`src/rtl/mps_pkg.sv`:
```
// shared types and constants for the mix process sequencer
// no dependencies; used by every module in rtl
`default_nettype none

package mps_pkg;

    localparam int VOLUME_BITS   = 16;
    localparam int VOL_SUM_BITS  = VOLUME_BITS + 1;
    localparam int DURATION_BITS = 16;
    localparam int REQ_BITS      = 3;
    localparam int VALVE_BITS    = 6;
    localparam int RELAY_BITS    = VALVE_BITS + 1;

    localparam logic [DURATION_BITS-1:0] DURATION_RESET = DURATION_BITS'(100);
    localparam logic [DURATION_BITS-1:0] ELAPSED_MAX    = '1;

    localparam logic [REQ_BITS-1:0] REQ_TICK     = 3'd0;
    localparam logic [REQ_BITS-1:0] REQ_START    = 3'd1;
    localparam logic [REQ_BITS-1:0] REQ_WATER    = 3'd2;
    localparam logic [REQ_BITS-1:0] REQ_SOLUTION = 3'd3;
    localparam logic [REQ_BITS-1:0] REQ_STOP     = 3'd4;

    typedef enum logic [1:0] {
        MODE_STANDBY   = 2'd0,
        MODE_PROC      = 2'd1,
        MODE_IRR_WATER = 2'd2,
        MODE_IRR_SOL   = 2'd3
    } mode_t;

    typedef enum logic [2:0] {
        STEP_NONE   = 3'd0,
        STEP_FILL   = 3'd1,
        STEP_DILUTE = 3'd2,
        STEP_PUMP   = 3'd3,
        STEP_MIX    = 3'd4
    } step_t;

    localparam logic [RELAY_BITS-1:0] RL_WATER_MAIN   = 7'h01;
    localparam logic [RELAY_BITS-1:0] RL_MIX_MAIN     = 7'h02;
    localparam logic [RELAY_BITS-1:0] RL_WATER_TO_MIX = 7'h04;
    localparam logic [RELAY_BITS-1:0] RL_MIX_TO_CHEM  = 7'h08;
    localparam logic [RELAY_BITS-1:0] RL_CHEM_TO_PUMP = 7'h10;
    localparam logic [RELAY_BITS-1:0] RL_PUMP_TO_MIX  = 7'h20;
    localparam logic [RELAY_BITS-1:0] RL_VALVES       = 7'h3F;
    localparam logic [RELAY_BITS-1:0] RL_PUMP         = 7'h40;

    typedef struct packed {
        logic [REQ_BITS-1:0]    req_type;
        logic [VOLUME_BITS-1:0] total_water;
        logic [VOLUME_BITS-1:0] dilute_water;
        logic [VOLUME_BITS-1:0] chem_amount;
        logic [VOLUME_BITS-1:0] mix_level;
    } item_t;

    typedef struct packed {
        logic                  accepted;
        mode_t                 mode;
        step_t                 step;
        logic [VALVE_BITS-1:0] valves;
        logic                  pump_on;
        logic                  process_done;
    } result_t;

endpackage

`default_nettype wire

```
`src/rtl/mps_in_stage.sv`:
```
// input register of the mix process sequencer
// depends on mps_pkg; advance comes from mps_core
`default_nettype none

module mps_in_stage (
    input  wire logic          clk,
    input  wire logic          rst_n,
    input  wire logic          in_valid,
    output logic               in_stall,
    input  wire mps_pkg::item_t in_item,
    input  wire logic          advance,
    output logic               stg_valid,
    output mps_pkg::item_t     stg_item
);

    logic           valid_reg;
    logic           valid_next;
    mps_pkg::item_t item_reg;
    logic           take;

    assign in_stall = valid_reg && !advance;
    assign take     = in_valid && !in_stall;

    always_comb
    begin
        valid_next = valid_reg;
        if (take)
        begin
            valid_next = 1'b1;
        end
        else if (advance)
        begin
            valid_next = 1'b0;
        end
    end

    always_ff @(posedge clk or negedge rst_n)
    begin
        if (!rst_n)
        begin
            valid_reg <= 1'b0;
        end
        else
        begin
            valid_reg <= valid_next;
        end
    end

    always_ff @(posedge clk)
    begin
        if (take)
        begin
            item_reg <= in_item;
        end
    end

    assign stg_valid = valid_reg;
    assign stg_item  = item_reg;

endmodule

`default_nettype wire

```
`src/rtl/mps_core.sv`:
```
// sequencer state, next-state logic and result register
// depends on mps_pkg; fed by mps_in_stage
`default_nettype none

module mps_core (
    input  wire logic                                 clk,
    input  wire logic                                 rst_n,
    input  wire logic                                 cfg_wr_en,
    input  wire logic [mps_pkg::DURATION_BITS-1:0]    cfg_wr_data,
    input  wire logic                                 stg_valid,
    input  wire mps_pkg::item_t                       stg_item,
    output logic                                      advance,
    input  wire logic                                 out_stall,
    output logic                                      out_valid,
    output mps_pkg::result_t                          out_res
);

    logic [mps_pkg::DURATION_BITS-1:0] duration_reg;
    mps_pkg::mode_t                    mode_reg;
    mps_pkg::mode_t                    mode_next;
    mps_pkg::step_t                    step_reg;
    mps_pkg::step_t                    step_next;
    logic [mps_pkg::VOLUME_BITS-1:0]   total_reg;
    logic [mps_pkg::VOLUME_BITS-1:0]   total_next;
    logic [mps_pkg::VOLUME_BITS-1:0]   dilute_reg;
    logic [mps_pkg::VOLUME_BITS-1:0]   dilute_next;
    logic [mps_pkg::VOLUME_BITS-1:0]   chem_reg;
    logic [mps_pkg::VOLUME_BITS-1:0]   chem_next;
    logic                              mixing_reg;
    logic                              mixing_next;
    logic [mps_pkg::DURATION_BITS-1:0] elapsed_reg;
    logic [mps_pkg::DURATION_BITS-1:0] elapsed_next;
    logic [mps_pkg::RELAY_BITS-1:0]    relay_reg;
    logic [mps_pkg::RELAY_BITS-1:0]    relay_next;
    logic                              out_valid_reg;
    mps_pkg::result_t                  res_reg;
    mps_pkg::result_t                  res_next;
    logic                              accepted;
    logic                              done;
    logic                              recipe_ok;
    logic [mps_pkg::VOL_SUM_BITS-1:0]  level_plus_dilute;
    logic [mps_pkg::VOL_SUM_BITS-1:0]  total_plus_chem;

    assign advance = stg_valid && (!out_valid_reg || !out_stall);

    assign level_plus_dilute = {1'b0, stg_item.mix_level} + {1'b0, dilute_reg};
    assign total_plus_chem   = {1'b0, total_reg} + {1'b0, chem_reg};

    assign recipe_ok = (stg_item.dilute_water <= stg_item.total_water)
                    && (stg_item.total_water != '0)
                    && (stg_item.dilute_water != '0)
                    && (stg_item.chem_amount != '0);

    always_comb
    begin
        mode_next    = mode_reg;
        step_next    = step_reg;
        total_next   = total_reg;
        dilute_next  = dilute_reg;
        chem_next    = chem_reg;
        mixing_next  = mixing_reg;
        elapsed_next = elapsed_reg;
        relay_next   = relay_reg;
        accepted     = 1'b0;
        done         = 1'b0;

        unique case (stg_item.req_type)
            mps_pkg::REQ_TICK:
            begin
                unique case (mode_reg)
                    mps_pkg::MODE_STANDBY:
                    begin
                        relay_next  = '0;
                        mixing_next = 1'b0;
                    end
                    mps_pkg::MODE_IRR_WATER:
                    begin
                        relay_next = mps_pkg::RL_WATER_MAIN;
                    end
                    mps_pkg::MODE_IRR_SOL:
                    begin
                        relay_next = mps_pkg::RL_MIX_MAIN;
                    end
                    mps_pkg::MODE_PROC:
                    begin
                        unique case (step_reg)
                            mps_pkg::STEP_FILL:
                            begin
                                relay_next = (relay_reg | mps_pkg::RL_WATER_TO_MIX)
                                           & ~mps_pkg::RL_PUMP;
                                if (stg_item.mix_level >= total_reg)
                                begin
                                    relay_next = relay_next & ~mps_pkg::RL_VALVES;
                                    step_next  = mps_pkg::STEP_DILUTE;
                                end
                            end
                            mps_pkg::STEP_DILUTE:
                            begin
                                relay_next = (relay_reg | mps_pkg::RL_MIX_TO_CHEM)
                                           & ~mps_pkg::RL_PUMP;
                                // total - level >= dilute, kept unsigned
                                if ({1'b0, total_reg} >= level_plus_dilute)
                                begin
                                    relay_next = relay_next & ~mps_pkg::RL_VALVES;
                                    step_next  = mps_pkg::STEP_PUMP;
                                end
                            end
                            mps_pkg::STEP_PUMP:
                            begin
                                relay_next = relay_reg | mps_pkg::RL_CHEM_TO_PUMP
                                           | mps_pkg::RL_PUMP_TO_MIX | mps_pkg::RL_PUMP;
                                if ({1'b0, stg_item.mix_level} >= total_plus_chem)
                                begin
                                    relay_next = '0;
                                    step_next  = mps_pkg::STEP_MIX;
                                end
                            end
                            mps_pkg::STEP_MIX:
                            begin
                                if (!mixing_reg)
                                begin
                                    relay_next   = relay_reg | mps_pkg::RL_PUMP;
                                    elapsed_next = '0;
                                    mixing_next  = 1'b1;
                                end
                                else if (elapsed_reg != mps_pkg::ELAPSED_MAX)
                                begin
                                    elapsed_next = elapsed_reg + 1'b1;
                                end
                                if (elapsed_next >= duration_reg)
                                begin
                                    relay_next  = relay_next & ~mps_pkg::RL_PUMP;
                                    mode_next   = mps_pkg::MODE_STANDBY;
                                    step_next   = mps_pkg::STEP_NONE;
                                    mixing_next = 1'b0;
                                    done        = 1'b1;
                                end
                            end
                            default:
                            begin
                            end
                        endcase
                    end
                endcase
            end
            mps_pkg::REQ_START:
            begin
                if (mode_reg == mps_pkg::MODE_STANDBY && recipe_ok)
                begin
                    total_next  = stg_item.total_water;
                    dilute_next = stg_item.dilute_water;
                    chem_next   = stg_item.chem_amount;
                    mode_next   = mps_pkg::MODE_PROC;
                    step_next   = mps_pkg::STEP_FILL;
                    accepted    = 1'b1;
                end
            end
            mps_pkg::REQ_WATER:
            begin
                if (mode_reg == mps_pkg::MODE_STANDBY)
                begin
                    mode_next = mps_pkg::MODE_IRR_WATER;
                    accepted  = 1'b1;
                end
            end
            mps_pkg::REQ_SOLUTION:
            begin
                if (mode_reg == mps_pkg::MODE_STANDBY)
                begin
                    mode_next = mps_pkg::MODE_IRR_SOL;
                    accepted  = 1'b1;
                end
            end
            mps_pkg::REQ_STOP:
            begin
                relay_next  = '0;
                mode_next   = mps_pkg::MODE_STANDBY;
                step_next   = mps_pkg::STEP_NONE;
                mixing_next = 1'b0;
            end
            default:
            begin
            end
        endcase

        res_next.accepted     = accepted;
        res_next.mode         = mode_next;
        res_next.step         = step_next;
        res_next.valves       = relay_next[mps_pkg::VALVE_BITS-1:0];
        res_next.pump_on      = relay_next[mps_pkg::VALVE_BITS];
        res_next.process_done = done;
    end

    always_ff @(posedge clk or negedge rst_n)
    begin
        if (!rst_n)
        begin
            duration_reg  <= mps_pkg::DURATION_RESET;
            mode_reg      <= mps_pkg::MODE_STANDBY;
            step_reg      <= mps_pkg::STEP_NONE;
            total_reg     <= '0;
            dilute_reg    <= '0;
            chem_reg      <= '0;
            mixing_reg    <= 1'b0;
            elapsed_reg   <= '0;
            relay_reg     <= '0;
            out_valid_reg <= 1'b0;
        end
        else
        begin
            if (cfg_wr_en)
            begin
                duration_reg <= cfg_wr_data;
            end
            if (advance)
            begin
                mode_reg    <= mode_next;
                step_reg    <= step_next;
                total_reg   <= total_next;
                dilute_reg  <= dilute_next;
                chem_reg    <= chem_next;
                mixing_reg  <= mixing_next;
                elapsed_reg <= elapsed_next;
                relay_reg   <= relay_next;
            end
            if (advance)
            begin
                out_valid_reg <= 1'b1;
            end
            else if (!out_stall)
            begin
                out_valid_reg <= 1'b0;
            end
        end
    end

    always_ff @(posedge clk)
    begin
        if (advance)
        begin
            res_reg <= res_next;
        end
    end

    assign out_valid = out_valid_reg;
    assign out_res   = res_reg;

endmodule

`default_nettype wire

```
`src/rtl/mix_process_sequencer_top.sv`:
```
// top level of the mix process sequencer
// depends on mps_pkg, mps_in_stage and mps_core
//
// usage:
//   input channel in_valid/in_stall carries one request per transfer: a tick
//   with the mix tank level, a start with a recipe, an irrigation command or
//   a stop. output channel out_valid/out_stall returns exactly one result per
//   request, in order.
//   cfg_wr_en/cfg_wr_data write the mixing duration in ticks; write only
//   while no request is in flight.
//   path: a transferred request waits in the input register until the core
//   advances, which registers its result; the result stays valid until taken.
//   throughput: one request per cycle while out_stall is low, set by the single
//   input register and single result register around the next-state logic.
//   reset: mode idle, step none, all valves and the pump off, duration 100,
//   both pipeline registers empty.
//   when the receiver stalls the result register holds; the input register
//   still fills once, then in_stall rises until the result is taken.
`default_nettype none

module mix_process_sequencer_top (
    input  wire logic                              clk,
    input  wire logic                              rst_n,
    input  wire logic                              cfg_wr_en,
    input  wire logic [mps_pkg::DURATION_BITS-1:0] cfg_wr_data,
    input  wire logic                              in_valid,
    output logic                                   in_stall,
    input  wire logic [mps_pkg::REQ_BITS-1:0]      req_type,
    input  wire logic [mps_pkg::VOLUME_BITS-1:0]   total_water,
    input  wire logic [mps_pkg::VOLUME_BITS-1:0]   dilute_water,
    input  wire logic [mps_pkg::VOLUME_BITS-1:0]   chem_amount,
    input  wire logic [mps_pkg::VOLUME_BITS-1:0]   mix_level,
    output logic                                   out_valid,
    input  wire logic                              out_stall,
    output logic                                   accepted,
    output logic [1:0]                             mode,
    output logic [2:0]                             step,
    output logic [mps_pkg::VALVE_BITS-1:0]         valves,
    output logic                                   pump_on,
    output logic                                   process_done
);

    mps_pkg::item_t   in_item;
    mps_pkg::item_t   stg_item;
    mps_pkg::result_t out_res;
    logic             stg_valid;
    logic             advance;

    assign in_item.req_type     = req_type;
    assign in_item.total_water  = total_water;
    assign in_item.dilute_water = dilute_water;
    assign in_item.chem_amount  = chem_amount;
    assign in_item.mix_level    = mix_level;

    mps_in_stage u_in_stage (
        .clk       (clk),
        .rst_n     (rst_n),
        .in_valid  (in_valid),
        .in_stall  (in_stall),
        .in_item   (in_item),
        .advance   (advance),
        .stg_valid (stg_valid),
        .stg_item  (stg_item)
    );

    mps_core u_core (
        .clk         (clk),
        .rst_n       (rst_n),
        .cfg_wr_en   (cfg_wr_en),
        .cfg_wr_data (cfg_wr_data),
        .stg_valid   (stg_valid),
        .stg_item    (stg_item),
        .advance     (advance),
        .out_stall   (out_stall),
        .out_valid   (out_valid),
        .out_res     (out_res)
    );

    assign accepted     = out_res.accepted;
    assign mode         = out_res.mode;
    assign step         = out_res.step;
    assign valves       = out_res.valves;
    assign pump_on      = out_res.pump_on;
    assign process_done = out_res.process_done;

    a_done_ends_idle: assert property (@(posedge clk) disable iff (!rst_n)
        (out_valid && process_done) |->
            (mode == mps_pkg::MODE_STANDBY && step == mps_pkg::STEP_NONE && !pump_on))
        else $error("process_done without return to idle");

    a_accept_leaves_idle: assert property (@(posedge clk) disable iff (!rst_n)
        (out_valid && accepted) |-> (mode != mps_pkg::MODE_STANDBY))
        else $error("accepted command left mode idle");

    a_step_only_in_process: assert property (@(posedge clk) disable iff (!rst_n)
        out_valid |-> (step == mps_pkg::STEP_NONE || mode == mps_pkg::MODE_PROC))
        else $error("process step outside process mode");

    a_stall_holds_result: assert property (@(posedge clk) disable iff (!rst_n)
        (out_valid && out_stall) |=> (out_valid && $stable(out_res)))
        else $error("result changed while stalled");

endmodule

`default_nettype wire

```
`config.mk`:
```
export PLATFORM = sky130hd
export DESIGN_NAME = mix_process_sequencer_top
export DESIGN_NICKNAME = d
export VERILOG_FILES = /design/src/rtl/mps_pkg.sv /design/src/rtl/mps_in_stage.sv /design/src/rtl/mps_core.sv /design/src/rtl/mix_process_sequencer_top.sv
export SDC_FILE = /design/constraint.sdc
export NUM_CORES = 1
export LEC_CHECK = 0
export BUFFER_PORTS_ARGS = -buffer_cell sky130_fd_sc_hd__clkbuf_2
export CORE_UTILIZATION = 55
export CTS_BUF_LIST = sky130_fd_sc_hd__clkbuf_4
export CTS_CLUSTER_SIZE = 24
export DETAILED_ROUTE_END_ITERATION = 7
export PLACE_DENSITY = 0.85
export SYNTH_ARGS = -nofsm -noshare
export SYNTH_HDL_FRONTEND = slang
export SYNTH_SLANG_ARGS = --single-unit
```
`constraint.sdc`:
```
create_clock -name clk -period 6.8 [get_ports clk]
set_input_delay 1.02 -clock clk [delete_from_list [all_inputs] [get_ports clk]]
set_output_delay 1.02 -clock clk [all_outputs]
set_load 0.01 [all_outputs]
```
==> flow_metrics.tcl, run 1 <==
set metrics [dict create \
    status "completed" \
    rsz0062_at_grt "false" \
    power.total_mw 4.089 \
    syn_to_final_growth_pct 9.549 \
    ctsLongestPathBuffers 2 \
    gp_congestion 0.8742 \
    die_h_um 140.0 \
    die-area_um2 19590 \
    synth_common_cells "ha_1, dfrtp_1, edfxtp_1" \
    synth_area_leaders "edfxtp_1, dfrtp_1, ha_1, mux2_2, nand2_1" \
    p_int_mw 2.367 \
    grt_pass1_vias 7581 \
    drtIter0Drc 509 \
    fin_nets 1263 \
    wire_per_inst_um 17.29 \
    rr_worst_depth 16 \
    fillerInstances 1463 \
    synth_area_leader_cell "edfxtp_1" \
    final.period_utilization 0.6766 \
    yosysMostFrequentCell "ha_1" \
    drt_pass1_iterations 5 \
    synth_edf_count 81 \
    cts_setup_buffers 0 \
    cts_sinks 176 \
    hold_class "input port to asynchronous set/reset pin" \
    worstPathArrival_ps 4940 \
    ys.flop_type "dfrtp_1" \
    switching_power_mw 1.722 \
    antenna_found_initial 1 \
    clkLatencyLatePin_ps 600 \
    worstSetupPathType "flop to flop" \
    cts_resized 0 \
    antenna_left 0 \
    synth_warnings 0 \
    maxCapViolations 0 \
    drive_gt1_frac 0.1873 \
    seq_area_frac_synth 0.4597 \
    core_area_um2 18710 \
    startpoint_type "flop" \
    syn_avg_cell_area_um2 10.91 \
    async_reset_ff_frac 0.5398 \
    slowest_stage "a2111oi_4" \
    grt_max_degree 68 \
    p_per_area_nw_per_um2 356.5 \
    largest-register "u_in_stage.stg_item" \
    crit_family "compound AO/OA/AOI/OAI gates" \
    port_buffers 103 \
    wl_mm 22.62 \
    dp.final_hpwl_mm 17.42 \
    clockPowerShare 0.142 \
    grt_pass1_wl_mm 37.39 \
    grt_overflow_total 0 \
    grtUsageTotal 0.2455 \
    vias 7738 \
    cp_max_fo 10 \
    slew_viol_final 0 \
    hold_buffers 0 \
    synth_seq_cells 176 \
    root_buffer "clkbuf_4" \
    cp_num_cells 16 \
    required_ps 7140 \
    initial_core_util 0.5597 \
    p_seq_frac 0.365 \
    hold_viol_final 0 \
    largest_register_ffs 67 \
    synthCells 960 \
    tritoncts "built" \
    end_kind "flop" \
    clock.fmax_mhz 217.3 \
    synth_cell_types 79 \
    slew_headroom 0.2868 \
    rows 50 \
    crit_buf_inv 0 \
    ios 104 \
    post_drt_via_cell_ratio 5.916 \
    finalSetupViolCount 0 \
    power.share.switching 0.4211 \
    clk_pin_slew_ps 170 \
    comb_power_share 0.494 \
    cpPeakStageDelay_ps 670 \
    netlist.area_leader.share 0.2323 \
    tightest_slew_ps 1060 \
    finalSetupTns_ps 0 \
    ir_drop_mv 0.1859 \
    finClkSkew_ps 26.52 \
    die_w_um 140.0 \
    p_leak_nw 5.194 \
    drc 0 \
    h-tree-depth 4 \
    netlist_area_um2 10470 \
    cts-buffers-inserted 17 \
    syn-num-nets 1163 \
    final.min_clock_period_ps 4601 \
    cp_cell_sequence "ha_1 > fa_1 > a211oi_2 > o21ai_1 > a41o_1 > a31o_2 > a31oi_1 > xor2_1 > ha_1 > o21ai_0 > nand2b_1 > a21oi_1 > a2111oi_4 > a41oi_2 > a2111oi_4 > o21ai_1" \
]
cells by family after synthesis:
logic type | count (synthesis) | share of synthesized area
mux | 63 | 0.06525
simple gates | 259 | 0.1242
flops | 176 | 0.4597
xor+xnor | 35 | 0.02928
fa+ha+maj | 115 | 0.1389
compound gates | 223 | 0.1481
buf+inv | 89 | 0.03466
power by group through the flow:
stage / logic (mW) / registers, mW / clock network [mW]
after global routing: 2.29 / 1.51 / 0.636
after global placement: 1.93 / 1.50 / 0
after detailed placement: 1.99 / 1.51 / 0
after floorplan: 1.54 / 1.44 / 0
final: 2.02 / 1.49 / 0.579
after CTS: 2.01 / 1.49 / 0.594
stage by stage:
stage	utilization	cells	setup WS, ps	hold WS (ps)	cell area, um2
after CTS	0.6130	1307	2219	360.1	11470
after global placement	0.5982	1275	2356	472.8	11190
final	0.6132	1308	2199	369.0	11470
after detailed placement	0.5982	1275	2262	483.7	11190
after global routing	0.6132	1308	1861	382.3	11470
after floorplan	-	960	2700	457.4	10470
layout make-up:
type                       count  area [um2]  share of cell area
clock inverter                14       142.6             0.01244
tap                          234       292.8             0.02553
clock buffer                  18       135.1             0.01178
multi-input combinational    695        5303              0.4623
sequential                   176        4813              0.4197
timing repair buffer         106       540.5             0.04713
antenna                        1       2.502           0.0002182
inverter                      64       240.2             0.02094
worst paths after layout:
kind | to | from | slack (ps)
min in group clk | u_core.chem_reg[13] | u_core.chem_reg[13] | 520
max in group asynchronous | u_core.relay_reg[6] | rst_n | 5310
worst min register to register | u_core.chem_reg[13] | u_core.chem_reg[13] | 520
worst min-delay path | u_core.total_reg[1] | rst_n | 370
worst max-delay path | u_core.out_res[7] | u_in_stage.stg_item[0] | 2200
worst max register to register | u_core.out_res[7] | u_in_stage.stg_item[0] | 2200
cells in the final DEF, fill, tap and decap left out, drive strengths merged, types with 5 or more instances in the layout:
| master | synthesis | routed |
|---|---|---|
| a21oi | 47 | 47 |
| a31oi | 7 | 7 |
| nand4 | 18 | 18 |
| a2111oi | 7 | 7 |
| nor4 | 20 | 20 |
| mux2i | 21 | 21 |
| o21ai | 64 | 64 |
| nand2b | 13 | 13 |
| a32oi | 5 | 5 |
| a21o | 19 | 19 |
| nand2 | 74 | 74 |
| o21a | 7 | 7 |
| a211o | 7 | 7 |
| ha | 113 | 113 |
| nor2b | 6 | 6 |
| and4 | 6 | 6 |
| nor3 | 18 | 18 |
| o211ai | 11 | 11 |
| a211oi | 9 | 9 |
| inv | 63 | 71 |
| and2 | 5 | 5 |
| mux2 | 42 | 42 |
| clkinv | 1 | 5 |
| nand3 | 25 | 25 |
| xnor2 | 15 | 15 |
| nor2 | 54 | 54 |
| edfxtp | 81 | 81 |
| dfrtp | 92 | 92 |
| xor2 | 20 | 20 |
| or2 | 5 | 5 |
| clkbuf | 13 | 120 |
metal layers:
layer  part of all wire  global-route usage
met2               0.46              0.3945
met3              0.044             0.04103
met4              0.020             0.08155
met5                  0                   0
met1               0.47              0.3394
(Power assumes the default switching activity.)
==> run 2, diff against run 1 <==
- ABC_AREA: unset -> 1
- PLACE_DENSITY: 0.85 -> 0.88
- clock period: 6.8 -> 4.1 ns (I/O delays scaled with it)
==> run 2 against run 1 <==
Against the previous run: synthesized area grew 1.8%; power increased by 45%; worst hold slack got worse by 260 ps; maximum frequency rose by 22%; die area rose by 1.8%; critical path type unchanged; largest cell class unchanged.
==> flow_metrics.tcl, run 2 <==
set metrics [dict create \
    status "completed" \
    drc 0 \
    netlist.area_leader.share 0.2282 \
    die_w_um 141.2 \
    final.period_utilization 0.9219 \
    drt_pass1_iterations 6 \
    r2r-start "u_core.total_reg[1]" \
    clkLatencyLatePin_ps 600 \
    ys.flop_type "dfrtp_1" \
    fin_nets 1523 \
    die-area_um2 19940 \
    syn_avg_cell_area_um2 8.800 \
    diodes 0 \
    seq_area_frac_synth 0.4517 \
    ctsLongestPathBuffers 2 \
    grt_max_degree 66 \
    utilization 0.6221 \
    grt_overflow_total 0 \
    clock.fmax_mhz 264.6 \
    met3WireLength_mm 1.454 \
    drtIter0Drc 752 \
    synth_warnings 0 \
    hold_viol_final 0 \
    cp_max_fo 6 \
    largest_register_ffs 67 \
    port_buffers 103 \
    async_reset_ff_frac 0.5398 \
    finalSetupViolCount 0 \
    cts_sinks 176 \
    clk_pin_slew_ps 140 \
    fin_hold_ws_ps 111.3 \
    wl_mm 24.14 \
    required_ps 4470 \
    grtUsageTotal 0.2597 \
    netlist_area_um2 10660 \
    vias 8746 \
    worstSetupPathType "flop to flop" \
    layout_commonest_cell "nand2_1" \
    antenna_found_initial 0 \
    largest-register "u_in_stage.stg_item" \
    core_area_um2 18830 \
    initial_core_util 0.5659 \
    wire_per_inst_um 15.16 \
    wl_met1_mm 10.37 \
    synthCells 1211 \
    cts-buffers-inserted 17 \
    final_area_um2 11710 \
    synth_seq_cells 176 \
    synth_cell_types 53 \
    post_drt_via_cell_ratio 5.490 \
    gp_congestion 0.9591 \
    grt_pass1_vias 8723 \
    p_per_area_nw_per_um2 507.5 \
    synth_common_cells "nand2_1, inv_1, ha_1" \
    synth_area_leader_cell "edfxtp_1" \
    tritoncts "built" \
    dp.final_hpwl_mm 18.91 \
    end_kind "flop" \
    highest_layer "met4" \
    h-tree-depth 4 \
    rows 50 \
    met2_wirelength_mm 11.44 \
    root_buffer "clkbuf_4" \
    synth_edf_count 81 \
    p_leak_nw 5.695 \
    tightest_slew_ps 857.7 \
    die_h_um 141.2 \
    slew_headroom 0.4282 \
    grt_pass1_wl_mm 40.09 \
    yosysMostFrequentCell "nand2_1" \
    worstPathArrival_ps 4150 \
    final_cell_mix "nand2_1, inv_1, ha_1, clkbuf_2, o21ai_0" \
    syn-num-nets 1414 \
    ir_drop_mv 0.2512 \
    fillerInstances 1561 \
    syn_to_final_growth_pct 9.921 \
    slew_viol_final 0 \
    antenna_left 0 \
    finClkSkew_ps 19.86 \
    final.min_clock_period_ps 3780 \
    drive_gt1_frac 0.1418 \
    synth_area_leaders "edfxtp_1, dfrtp_1, ha_1, nand2_1, inv_1" \
    hold_class "input port to asynchronous set/reset pin" \
    startpoint_type "flop" \
    ios 104 \
    placed_cell_area_um2 11440 \
    startpoint "u_core.total_reg[1]" \
    maxCapViolations 0 \
]
run 2: cell count changes after synthesis, sizes merged, moves of 13 or more:
cell / delta
nand2b: -13
a21oi: +26
mux2: -41
nor2: +23
a21o: -15
nand3: +19
nand2: +223
mux2i: -21
inv: +96
o21ai: +58
run 2: cell type report:
class	count	area, um2	share of cell area
clock buffer	19	142.6	0.01218
clock inverter	13	113.9	0.009720
inverter	159	596.8	0.05095
multi-input combinational	855	5144	0.4391
sequential	176	4813	0.4109
tap	260	325.3	0.02777
timing repair buffer	111	578.1	0.04935
run 2: routing by layer:
metal,vias to the layer above,track usage
met4,0,0.1127
met2,327,0.4364
li1,4295,-
met5,-,0
met3,75,0.05197
met1,4049,0.3254
run 2: logic make-up after synthesis:
group | after synthesis | synth area share
and+or+nand+nor | 477 | 0.1975
buffers and inverters | 180 | 0.06821
xor gates and xnor gates | 34 | 0.02794
muxes | 1 | 0.001057
AOI/OAI and AO/OA | 228 | 0.1172
DFF | 176 | 0.4517
adders and majority gates | 115 | 0.1364
run 2: critical path, stage by stage (launching register included):
cell	delay (ps)
dfrtp_1	460
ha_1	290
nand3_1	70
nand3_1	150
a21oi_2	200
o21bai_2	110
nand2_1	70
a21oi_1	50
or2_2	300
nand2_1	70
nand2_1	70
nand2_1	70
nand2_1	50
xor2_1	150
ha_1	290
nand4_1	120
nor3_1	220
nand2_1	80
nand3_1	70
nand2_1	60
inv_2	60
nor2_4	40
nand3_4	90
nand2_2	70
o21ai_1	130
nand2_1	80
nand2_1	70
o21ai_1	60
run 2: repair_timing:
item / CTS / global route
gates resized for setup: 0 / 3
hold buffers: 0 / 0
setup endpoints to repair: 0 / 7
setup buffers: 0 / 0
run 2: worst paths after layout:
| check | to | slack [ps] | cells past startpoint |
|---|---|---|---|
| setup / recovery | u_core.out_res[2] | 320 | 27 |
| hold / removal | u_core.elapsed_reg[14] | 110 | 1 |
| setup reg to reg | u_core.out_res[2] | 320 | 27 |
| hold reg to reg | u_core.out_valid | 500 | 2 |
| max in group asynchronous | u_core.total_reg[11] | 3040 | 2 |
| min in group clk | u_in_stage.stg_item[41] | 170 | 1 |
run 2: where the power goes:
group	internal, mW	total, mW	switching [mW]
clock network	0.312	0.932	0.620
registers	2.15	2.39	0.238
logic	0.998	2.63	1.63
total	3.46	5.94	2.49
run 2: per-stage QoR:
step                cells  power (mW)  TNS (ps)  setup WS, ps
finish               1593       5.944         0         320.1
global route         1593       6.446    -22.73        -14.00
CTS                  1593       5.922         0         238.7
detailed placement   1561       4.982         0         257.1
global placement     1561       4.884         0         473.6
floorplan            1211       4.248         0         706.8
